[src/hw/rtl/ipg_pkg.sv]
// Shared types and constants for the integer partition generator.
// No dependencies; imported by every module of the block but ipg_mem.
`timescale 1ns / 1ps

package ipg_pkg;

   localparam int PART_W = 6;   // width of one part and of the loaded number
   localparam int IDX_W  = 6;   // width of the top-slot index
   localparam int CALC_W = 8;   // signed working width for the x/y pair
   localparam int DATA_W = 8;   // byte-padded stream data width

   typedef enum logic {
      ACTION_START = 1'b0,
      ACTION_NEXT  = 1'b1
   } ipg_action_type;

   typedef enum logic [3:0] {
      S_IDLE,
      S_CLR0,
      S_SET1,
      S_RD_LO,
      S_RD_HI,
      S_CALC,
      S_GROW,
      S_EMIT,
      S_FIN
   } ipg_state_type;

   typedef struct packed {
      logic [PART_W-1:0] part;
      logic              last_part;
      logic              finished;
   } ipg_result_type;

endpackage

[src/hw/rtl/ipg_mem.sv]
// Part-slot memory: one write port, one read port with registered read data.
// Depends on nothing but its parameters.
`timescale 1ns / 1ps

module ipg_mem #(
   parameter int DEPTH  = 33,
   parameter int WIDTH  = 6,
   parameter int ADDR_W = 6
) (
   input  logic              clock,
   input  logic              wr_en,
   input  logic [ADDR_W-1:0] wr_addr,
   input  logic [WIDTH-1:0]  wr_data,
   input  logic              rd_en,
   input  logic [ADDR_W-1:0] rd_addr,
   output logic [WIDTH-1:0]  rd_data
);

   logic [WIDTH-1:0] mem_ff [DEPTH];
   logic [WIDTH-1:0] rd_data_ff;

   always_ff @(posedge clock) begin
      if (wr_en) begin
         mem_ff[wr_addr] <= wr_data;
      end
   end

   // hold read data until the next read
   always_ff @(posedge clock) begin
      if (rd_en) begin
         rd_data_ff <= mem_ff[rd_addr];
      end
   end

   assign rd_data = rd_data_ff;

endmodule

[src/hw/rtl/ipg_seq.sv]
// Sequencer: walks the ascending-composition step through the part memory
// and streams the slots out. Depends on ipg_pkg.
`timescale 1ns / 1ps

module ipg_seq
   import ipg_pkg::*;
#(
   parameter int MAX_N  = 32,
   parameter int ADDR_W = 6
) (
   input  logic              clock,
   input  logic              reset,
   input  logic              req_valid,
   input  logic              req_action,
   input  logic [PART_W-1:0] req_value,
   output logic              req_ready,
   input  logic              out_free,
   output logic              push_valid,
   output ipg_result_type    push,
   output logic              mem_wr_en,
   output logic [ADDR_W-1:0] mem_wr_addr,
   output logic [PART_W-1:0] mem_wr_data,
   output logic              mem_rd_en,
   output logic [ADDR_W-1:0] mem_rd_addr,
   input  logic [PART_W-1:0] mem_rd_data
);

   localparam int CNT_W = $clog2(MAX_N + 2);

   ipg_state_type             state_ff, state_in;
   logic [IDX_W-1:0]          idx_ff, idx_in;
   logic [PART_W-1:0]         n_ff, n_in;
   logic signed [CALC_W-1:0]  x_ff, x_in;
   logic signed [CALC_W-1:0]  y_ff, y_in;
   logic [ADDR_W-1:0]         k_ff, k_in;
   logic [CNT_W-1:0]          cnt_ff, cnt_in;
   logic                      pend_ff, pend_in;
   logic                      pend_last_ff, pend_last_in;

   logic [PART_W-1:0]         n_sat;
   logic signed [CALC_W-1:0]  rd_ext;
   logic signed [CALC_W-1:0]  sum_xy;
   logic                      grow_go;
   logic                      move;
   logic                      issue_done;
   logic                      issue;
   logic                      idx_dead;

   assign n_sat      = (32'(req_value) > MAX_N) ? PART_W'(MAX_N) : req_value;
   assign rd_ext     = $signed({{(CALC_W-PART_W){1'b0}}, mem_rd_data});
   assign sum_xy     = x_ff + y_ff;
   assign grow_go    = (x_ff <= y_ff) && (32'(k_ff) < MAX_N);
   assign move       = pend_ff && out_free;
   assign issue_done = 32'(cnt_ff) > 32'(k_ff);
   assign issue      = !issue_done && (!pend_ff || move);
   assign idx_dead   = (idx_ff == '0) || (32'(idx_ff) > MAX_N);

   always_comb begin
      state_in = state_ff;
      case (state_ff)
         S_IDLE: begin
            if (req_valid) begin
               if (req_action == ACTION_START) begin
                  state_in = S_CLR0;
               end else if (idx_dead) begin
                  state_in = S_FIN;
               end else begin
                  state_in = S_RD_LO;
               end
            end
         end
         S_CLR0:  state_in = S_SET1;
         S_SET1:  state_in = S_IDLE;
         S_RD_LO: state_in = S_RD_HI;
         S_RD_HI: state_in = S_CALC;
         S_CALC:  state_in = S_GROW;
         S_GROW: begin
            if (!grow_go) begin
               state_in = S_EMIT;
            end
         end
         S_EMIT: begin
            if (issue_done && (!pend_ff || move)) begin
               state_in = S_IDLE;
            end
         end
         S_FIN: begin
            if (out_free) begin
               state_in = S_IDLE;
            end
         end
         default: state_in = S_IDLE;
      endcase
   end

   always_comb begin
      req_ready    = 1'b0;
      mem_wr_en    = 1'b0;
      mem_wr_addr  = '0;
      mem_wr_data  = '0;
      mem_rd_en    = 1'b0;
      mem_rd_addr  = '0;
      idx_in       = idx_ff;
      n_in         = n_ff;
      x_in         = x_ff;
      y_in         = y_ff;
      k_in         = k_ff;
      cnt_in       = cnt_ff;
      pend_in      = pend_ff && !move;
      pend_last_in = pend_last_ff;
      // pending slot drains into the output stage whenever it frees up
      push_valid     = move;
      push.part      = mem_rd_data;
      push.last_part = pend_last_ff;
      push.finished  = 1'b0;
      case (state_ff)
         S_IDLE: begin
            req_ready = 1'b1;
            if (req_valid && (req_action == ACTION_START)) begin
               n_in   = n_sat;
               idx_in = (n_sat == '0) ? '0 : IDX_W'(1);
            end
         end
         S_CLR0: begin
            mem_wr_en   = 1'b1;
            mem_wr_addr = '0;
            mem_wr_data = '0;
         end
         S_SET1: begin
            mem_wr_en   = 1'b1;
            mem_wr_addr = ADDR_W'(1);
            mem_wr_data = n_ff;
         end
         S_RD_LO: begin
            mem_rd_en   = 1'b1;
            mem_rd_addr = ADDR_W'(idx_ff - IDX_W'(1));
         end
         S_RD_HI: begin
            mem_rd_en   = 1'b1;
            mem_rd_addr = ADDR_W'(idx_ff);
            x_in        = rd_ext + CALC_W'(1);
         end
         S_CALC: begin
            y_in = rd_ext - CALC_W'(1);
            k_in = ADDR_W'(idx_ff - IDX_W'(1));
         end
         S_GROW: begin
            mem_wr_en   = 1'b1;
            mem_wr_addr = k_ff;
            if (grow_go) begin
               mem_wr_data = x_ff[PART_W-1:0];
               y_in        = y_ff - x_ff;
               k_in        = k_ff + ADDR_W'(1);
            end else begin
               mem_wr_data = sum_xy[PART_W-1:0];
               idx_in      = IDX_W'(k_ff);
               cnt_in      = '0;
            end
         end
         S_EMIT: begin
            if (issue) begin
               mem_rd_en    = 1'b1;
               mem_rd_addr  = cnt_ff[ADDR_W-1:0];
               cnt_in       = cnt_ff + CNT_W'(1);
               pend_in      = 1'b1;
               pend_last_in = (32'(cnt_ff) == 32'(k_ff));
            end
         end
         S_FIN: begin
            if (out_free) begin
               push_valid     = 1'b1;
               push.part      = '0;
               push.last_part = 1'b0;
               push.finished  = 1'b1;
               idx_in         = '0;
            end
         end
         default: begin
         end
      endcase
   end

   always_ff @(posedge clock) begin
      if (reset) begin
         state_ff <= S_IDLE;
         idx_ff   <= '0;
         pend_ff  <= 1'b0;
      end else begin
         state_ff <= state_in;
         idx_ff   <= idx_in;
         pend_ff  <= pend_in;
      end
   end

   always_ff @(posedge clock) begin
      n_ff         <= n_in;
      x_ff         <= x_in;
      y_ff         <= y_in;
      k_ff         <= k_in;
      cnt_ff       <= cnt_in;
      pend_last_ff <= pend_last_in;
   end

endmodule

[src/hw/rtl/ipg_out.sv]
// Result register stage driving the rsp stream. Depends on ipg_pkg.
`timescale 1ns / 1ps

module ipg_out
   import ipg_pkg::*;
(
   input  logic              clock,
   input  logic              reset,
   input  logic              push_valid,
   input  ipg_result_type    push,
   output logic              free,
   output logic              rsp_tvalid,
   input  logic              rsp_tready,
   output logic [DATA_W-1:0] rsp_tdata,
   output logic              rsp_tlast,
   output logic              rsp_tuser
);

   logic           valid_ff, valid_in;
   ipg_result_type res_ff, res_in;

   assign free = !valid_ff || rsp_tready;

   always_comb begin
      valid_in = valid_ff && !rsp_tready;
      res_in   = res_ff;
      if (push_valid && free) begin
         valid_in = 1'b1;
         res_in   = push;
      end
   end

   always_ff @(posedge clock) begin
      if (reset) begin
         valid_ff <= 1'b0;
      end else begin
         valid_ff <= valid_in;
      end
   end

   always_ff @(posedge clock) begin
      res_ff <= res_in;
   end

   assign rsp_tvalid = valid_ff;
   assign rsp_tdata  = {{(DATA_W-PART_W){1'b0}}, res_ff.part};
   assign rsp_tlast  = res_ff.last_part;
   assign rsp_tuser  = res_ff.finished;

endmodule

[src/hw/rtl/integer_partition_generator.sv]
// Top level of the integer partition generator.
// Depends on ipg_pkg, ipg_mem, ipg_seq and ipg_out.
`timescale 1ns / 1ps

// Generates the partitions of n, one per next item, in ascending-composition
// order (all ones first, the single part n last). A start transfer
// (req_tuser = 0) loads n from req_tdata, saturated to MAX_N, and returns
// nothing. Each next transfer (req_tuser = 1) advances one step and returns
// the parts of one partition in ascending order, one per rsp transfer, with
// rsp_tlast on the final part. Once the partitions run out, or after a start
// with n = 0, a next transfer returns a single transfer with rsp_tuser set and
// zero data. A start is accepted and then writes two slots, clearing slot 0
// and setting slot 1 to n. A next item is accepted, then reads two slots,
// takes one setup step and writes one memory slot for each slot from
// index - 1 up to k, where index is the top slot before the step and k the
// top slot after it; then it reads and emits the parts one at a time,
// stalling while the output stage is not free, and hands the last part over.
// A finished answer is accepted, then handed over once the output is free.
// Through the part memory, with one write port and one read port, every slot
// is written and read back one per cycle, reads stalling with the output.
// One item is handled at a time; the next is accepted while the last result
// of the previous one still waits in the output register.
module integer_partition_generator
   import ipg_pkg::*;
#(
   parameter int MAX_N = 32
) (
   input  logic              clock,
   input  logic              reset,
   input  logic              req_tvalid,
   output logic              req_tready,
   input  logic [DATA_W-1:0] req_tdata,   // [5:0] value, [7:6] zero
   input  logic              req_tuser,   // [0] action (0 start, 1 next)
   output logic              rsp_tvalid,
   input  logic              rsp_tready,
   output logic [DATA_W-1:0] rsp_tdata,   // [5:0] part, [7:6] zero
   output logic              rsp_tlast,   // last_part
   output logic              rsp_tuser    // [0] finished
);

   // slot MAX_N is the highest slot the step can write
   localparam int DEPTH  = MAX_N + 1;
   localparam int ADDR_W = $clog2(DEPTH);

   logic              mem_wr_en;
   logic [ADDR_W-1:0] mem_wr_addr;
   logic [PART_W-1:0] mem_wr_data;
   logic              mem_rd_en;
   logic [ADDR_W-1:0] mem_rd_addr;
   logic [PART_W-1:0] mem_rd_data;

   logic              out_free;
   logic              push_valid;
   ipg_result_type    push;

   // part slots; every slot is written before it is read, so no reset
   ipg_mem #(
      .DEPTH  (DEPTH),
      .WIDTH  (PART_W),
      .ADDR_W (ADDR_W)
   ) u_mem (
      .clock   (clock),
      .wr_en   (mem_wr_en),
      .wr_addr (mem_wr_addr),
      .wr_data (mem_wr_data),
      .rd_en   (mem_rd_en),
      .rd_addr (mem_rd_addr),
      .rd_data (mem_rd_data)
   );

   // step sequencer: reads the top two slots, grows the composition,
   // then streams slots 0..k toward the output stage
   ipg_seq #(
      .MAX_N  (MAX_N),
      .ADDR_W (ADDR_W)
   ) u_seq (
      .clock       (clock),
      .reset       (reset),
      .req_valid   (req_tvalid),
      .req_action  (req_tuser),
      .req_value   (req_tdata[PART_W-1:0]),
      .req_ready   (req_tready),
      .out_free    (out_free),
      .push_valid  (push_valid),
      .push        (push),
      .mem_wr_en   (mem_wr_en),
      .mem_wr_addr (mem_wr_addr),
      .mem_wr_data (mem_wr_data),
      .mem_rd_en   (mem_rd_en),
      .mem_rd_addr (mem_rd_addr),
      .mem_rd_data (mem_rd_data)
   );

   // output register: holds a result while the sink stalls
   ipg_out u_out (
      .clock      (clock),
      .reset      (reset),
      .push_valid (push_valid),
      .push       (push),
      .free       (out_free),
      .rsp_tvalid (rsp_tvalid),
      .rsp_tready (rsp_tready),
      .rsp_tdata  (rsp_tdata),
      .rsp_tlast  (rsp_tlast),
      .rsp_tuser  (rsp_tuser)
   );

endmodule

[config.mk]
export PLATFORM = sky130hd
export DESIGN_NAME = integer_partition_generator
export DESIGN_NICKNAME = d
export VERILOG_FILES = /design/src/hw/rtl/ipg_pkg.sv /design/src/hw/rtl/ipg_mem.sv /design/src/hw/rtl/ipg_seq.sv /design/src/hw/rtl/ipg_out.sv /design/src/hw/rtl/integer_partition_generator.sv
export SDC_FILE = /design/constraint.sdc
export NUM_CORES = 1
export LEC_CHECK = 0
export BUFFER_PORTS_ARGS = -buffer_cell sky130_fd_sc_hd__buf_2
export CORE_ASPECT_RATIO = 0.9
export CORE_UTILIZATION = 55
export CTS_CLUSTER_DIAMETER = 200
export DETAILED_ROUTE_END_ITERATION = 10
export PLACE_DENSITY_LB_ADDON = 0.08
export REMOVE_ABC_BUFFERS = 1
export SETUP_SLACK_MARGIN = 0.4
export SLEW_MARGIN = 15
export SYNTH_ARGS = -nofsm -noshare
export SYNTH_HDL_FRONTEND = slang
export SYNTH_SLANG_ARGS = --single-unit
export TNS_END_PERCENT = 100
[constraint.sdc]
create_clock -name clock -period 4 [get_ports clock]
set_input_delay 0.2 -clock clock [delete_from_list [all_inputs] [get_ports clock]]
set_output_delay 0.2 -clock clock [all_outputs]
set_load 0.1 [all_outputs]
==> results.txt <==
----------------------------------------------------
[Yosys]
  Post-Synthesis Cell Area ... 11800 um2
  Proportion of synthesized flip-flops having asynchronous set or reset ... 0
  Most used standard cells in the synthesized netlist ... sky130_fd_sc_hd__edfxtp_1 (246), sky130_fd_sc_hd__nand2_1 (119), sky130_fd_sc_hd__nor2_1 (94)
  Area share of the leading cell type in the synthesized netlist ... 0.625
  Top FF cell, synth ... sky130_fd_sc_hd__edfxtp_1
  Cells taking the most area after synthesis ... sky130_fd_sc_hd__edfxtp_1 (62%), sky130_fd_sc_hd__nand2_1 (3.8%), sky130_fd_sc_hd__nor2_1 (3.0%)
  Most frequently used cell type in the post-synthesis netlist ... sky130_fd_sc_hd__edfxtp_1
  Cell taking the most area after synthesis ... sky130_fd_sc_hd__edfxtp_1
  Gate Count Post-Synth ... 929
  Count of flip-flops with a built-in enable after synthesis ... 246
  Synthesis Warnings ... 0
  Flip-flop and latch count after synthesis ... 258
  Unique masters post-synth ... 81
  Syn Area/Cell ... 12.7 um2
  Fraction of the yosys area taken by sequential cells ... 0.645

[Detailed routing]
  Final routed wire length divided by cell count ... 22.4 um
  DRC violations left ... 0
  Post-detailed-route count of antenna-violating nets ... 0
  Router iterations before antenna repair ... 5
  Routed via count ... 7907
  Routed wire length on met2 ... 13.0 mm
  Wire length reported by the detailed router ... 29.0 mm
  Top sig layer ... met4
  1st-iter DRT viols ... 955
  Total routed wire length on the met1 layer ... 12.6 mm
  Drt via density ... 6.11
  Routed wl met3 ... 2.59 mm

[Power]
  Total power density per cell area ... 502 nW/um2
  Clock share of power ... 0.348
  Internal power ... 4.90 mW
  Logic pwr share ... 0.186
  Sequential power share ... 0.466
  NetSw ... 1.88 mW
  Power consumption ... 6.78 mW
  Peak VDD IR ... 0.000490 V
  Switching share of power ... 0.277
  Static Leakage ... 4.84 nW

[Setup path]
  Startpoint of the most critical register-to-register path ... u_seq.k_ff[4]
  Setup CP Type ... reg2reg
  Type of element launching the critical path ... flip-flop
  Maximum fanout encountered on the critical timing path ... 19
  Worst Reg2Reg Path Length in Cells ... 13
  Required time of the worst setup path ... 4.33 ns
  Type of destination of the critical path ... flip-flop
  FF-to-FF End ... u_mem.rd_data[4]
  R2R Setup Slk ... 0.50 ns
  Arrival time at the worst endpoint ... 3.83 ns

[Outcome]
  Status ... finished, final reports clean

[Clock network]
  Clock tree from TritonCTS ... built
  Clk buf depth ... 3
  Clock Root Buffer ... sky130_fd_sc_hd__clkbuf_16
  Register clock-pin slew on the reported worst setup and hold paths ... 0.06 ns
  Insertion delay of the later-clocked pin in the worst-skew pair ... 0.53 ns
  Sink Count ... 258
  H-tree Lvls ... 1
  Total clock buffers created by CTS ... 27

[Hold path]
  Class of the tightest hold or removal check ... in2reg
  Hold path endpoint ... u_seq.n_ff[4]
  Origin of the worst min-delay path ... req_tdata[4]
  Instance count along the most critical hold path ... 2

[Global route]
  Via count of the first global-routing pass ... 7595
  Initial antenna violation count ... 0
  Global-route wire length before repair ... 43.9 mm
  Overall Global Routing Usage ... 0.268
  Sum of overflow across all layers after global routing ... 0
  Maximum number of pins on one net before global-route repair ... 39

[Die]
  Chip Width ... 157 um
  Die Footprint ... 22100 um2
  Initial cell density of the core ... 0.564
  Top Ports ... 25
  Core Footprint ... 21000 um2
  Die Y-Extent ... 141 um
  Number of core rows ... 50

[STA]
  Max Slew Vio Count ... 0
  Period utilization ... 0.874
  Setup violators final ... 0
  RSZ-0062 raised after global routing ... false
  Final worst clock skew ... 0.00976 ns
  Time the worst path needs with I/O delays and setup ... 3.50 ns
  Highest attainable clock frequency ... 286 MHz
  Worst Max-Slew Pin Slew ... 1.02 ns
  Final hold vios ... 0
  Tightest slew margin relative to the limit ... 0.310

[Placed design]
  Number of buffers inserted by port buffering ... 20
  Cell area after placement ... 12500 um2
  Placer's final routability congestion estimate ... 0.886
  Detailed-placement wirelength estimate ... 19.1 mm

[Layout]
  Footprint of the flip-flops and latches ... 7630 um2
  Number of nets in the finished design ... 1029
  Multi-input gate area in the final layout ... 3880 um2
  Fraction of final layout cells with drive strength greater than 1 ... 0.146
  Final non-filler cell area ... 13500 um2
  Layout overhead on the synthesized area ... 14.2%
  Total inserted antenna cells ... 0
  # fillers ... 1585

[Job]
  Number of max-cap violations ... 0

----------------------------------------------------
-- kinds of logic after synthesis --
family                   count (synthesis)  share of synthesized area
buffers and inverters                   82                     0.0337
other                                    1                   0.000317
AND/OR/NAND/NOR                        324                      0.127
AO/OA/AOI/OAI                          165                     0.0956
XOR/XNOR                                28                     0.0207
adder cells (fa/ha/maj)                 26                     0.0288
flip-flops                             258                      0.645
multiplexers                            45                     0.0484
-- through the flow --
stage                     setup TNS [ns]  setup slack, ns   util  cells  hold slack, ns
after global routing                   0            0.383  0.644   1294          0.0184
after floorplan                    -9.50           -0.587      -    883           0.269
after CTS                              0            0.451  0.640   1286          0.0190
final                                  0            0.503  0.644   1294          0.0348
after global placement                 0            0.367  0.596   1230           0.470
after detailed placement               0            0.272  0.596   1230           0.473
-- routing by layer --
layer / vias to the layer above / GRT usage
li1: 3572 / -
met1: 3873 / 0.397
met2: 397 / 0.407
met3: 65 / 0.0507
met4: 0 / 0.0717
met5: - / 0
-- cell usage in the layout, fill, tap and decap left out, types with 7 or more instances in the layout --
master / count
sky130_fd_sc_hd__nand2_1: 118
sky130_fd_sc_hd__nor2b_1: 8
sky130_fd_sc_hd__nand4_1: 11
sky130_fd_sc_hd__edfxtp_1: 246
sky130_fd_sc_hd__inv_1: 34
sky130_fd_sc_hd__dlygate4sd3_1: 7
sky130_fd_sc_hd__and3_1: 11
sky130_fd_sc_hd__clkbuf_16: 28
sky130_fd_sc_hd__o21ai_1: 7
sky130_fd_sc_hd__o21ai_0: 24
sky130_fd_sc_hd__ha_1: 24
sky130_fd_sc_hd__mux4_2: 8
sky130_fd_sc_hd__dfxtp_1: 12
sky130_fd_sc_hd__buf_4: 41
sky130_fd_sc_hd__buf_2: 20
sky130_fd_sc_hd__a21oi_1: 50
sky130_fd_sc_hd__xnor2_1: 23
sky130_fd_sc_hd__a211oi_1: 7
sky130_fd_sc_hd__nand2b_1: 7
sky130_fd_sc_hd__nor2_1: 93
sky130_fd_sc_hd__mux2i_1: 32
sky130_fd_sc_hd__buf_12: 9
sky130_fd_sc_hd__nand3_1: 25
sky130_fd_sc_hd__nor3_1: 16
-- worst max path at each step --
stage               slack [ns]  depth (start not counted)              from               end
floorplan                -0.59                         10  u_out.rsp_tvalid  u_mem.rd_data[3]
global placement          0.37                         11   u_seq.cnt_ff[5]  u_mem.rd_data[1]
detailed placement        0.27                         11   u_seq.cnt_ff[5]  u_mem.rd_data[5]
CTS                       0.45                         13   u_seq.cnt_ff[5]  u_mem.rd_data[3]
global route              0.38                         12   u_seq.cnt_ff[5]  u_mem.rd_data[4]
finish                    0.50                         13     u_seq.k_ff[4]  u_mem.rd_data[4]
-- final cells by class --
| class | instances | area share |
|---|---|---|
| clock inverter | 15 | 0.00945 |
| timing repair buffer | 78 | 0.0506 |
| multi-input combinational | 590 | 0.287 |
| tap | 286 | 0.0265 |
| clock buffer | 32 | 0.0514 |
| sequential | 258 | 0.565 |
| inverter | 35 | 0.00991 |
-- critical path: stages, from the launching register on --
cell	delay [ns]
sky130_fd_sc_hd__edfxtp_1	0.43
sky130_fd_sc_hd__inv_1	0.11
sky130_fd_sc_hd__ha_1	0.31
sky130_fd_sc_hd__nand4_2	0.14
sky130_fd_sc_hd__o21bai_4	0.23
sky130_fd_sc_hd__a31oi_4	0.23
sky130_fd_sc_hd__inv_4	0.11
sky130_fd_sc_hd__a21boi_2	0.41
sky130_fd_sc_hd__buf_4	0.36
sky130_fd_sc_hd__a21oi_1	0.12
sky130_fd_sc_hd__a221oi_1	0.29
sky130_fd_sc_hd__a21oi_1	0.09
sky130_fd_sc_hd__o211a_1	0.27
sky130_fd_sc_hd__nor4_2	0.19
-- flip-flops by register name, summed over array words and instances (netlist names) --
signal / flops
u_out.rsp_tlast: 1
u_mem.rd_data: 6
u_mem.mem_ff: 198
u_seq.state_ff: 4
u_seq.pend_ff: 1
u_seq.n_ff: 6
u_seq.pend_last_ff: 1
u_seq.x_ff: 7
u_out.rsp_tvalid: 1
u_seq.cnt_ff: 6
u_out.rsp_tdata: 6
u_seq.idx_ff: 6
u_seq.k_ff: 6
u_seq.y_ff: 8
u_out.rsp_tuser: 1
-- repair_timing --
| action | in CTS | in global routing |
|---|---|---|
| endpoints found under the hold margin | 8 | 0 |
| resized for setup | 5 | 4 |
| hold buffers | 7 | 0 |
| pin swaps | 1 | 1 |
| cloned | 0 | 1 |
| setup endpoints to repair | 4 | 18 |
| setup buffers | 2 | 7 |
-- power by group through the flow --
stage	clock [mW]	sequential, mW	combinational [mW]
after floorplan	0	3.28	0.713
after global placement	0	3.21	1.20
after detailed placement	0	3.22	1.22
after CTS	2.38	3.16	1.24
after global routing	2.49	3.17	1.35
final	2.36	3.16	1.26
Note: power is estimated with default switching activity, not from simulation.
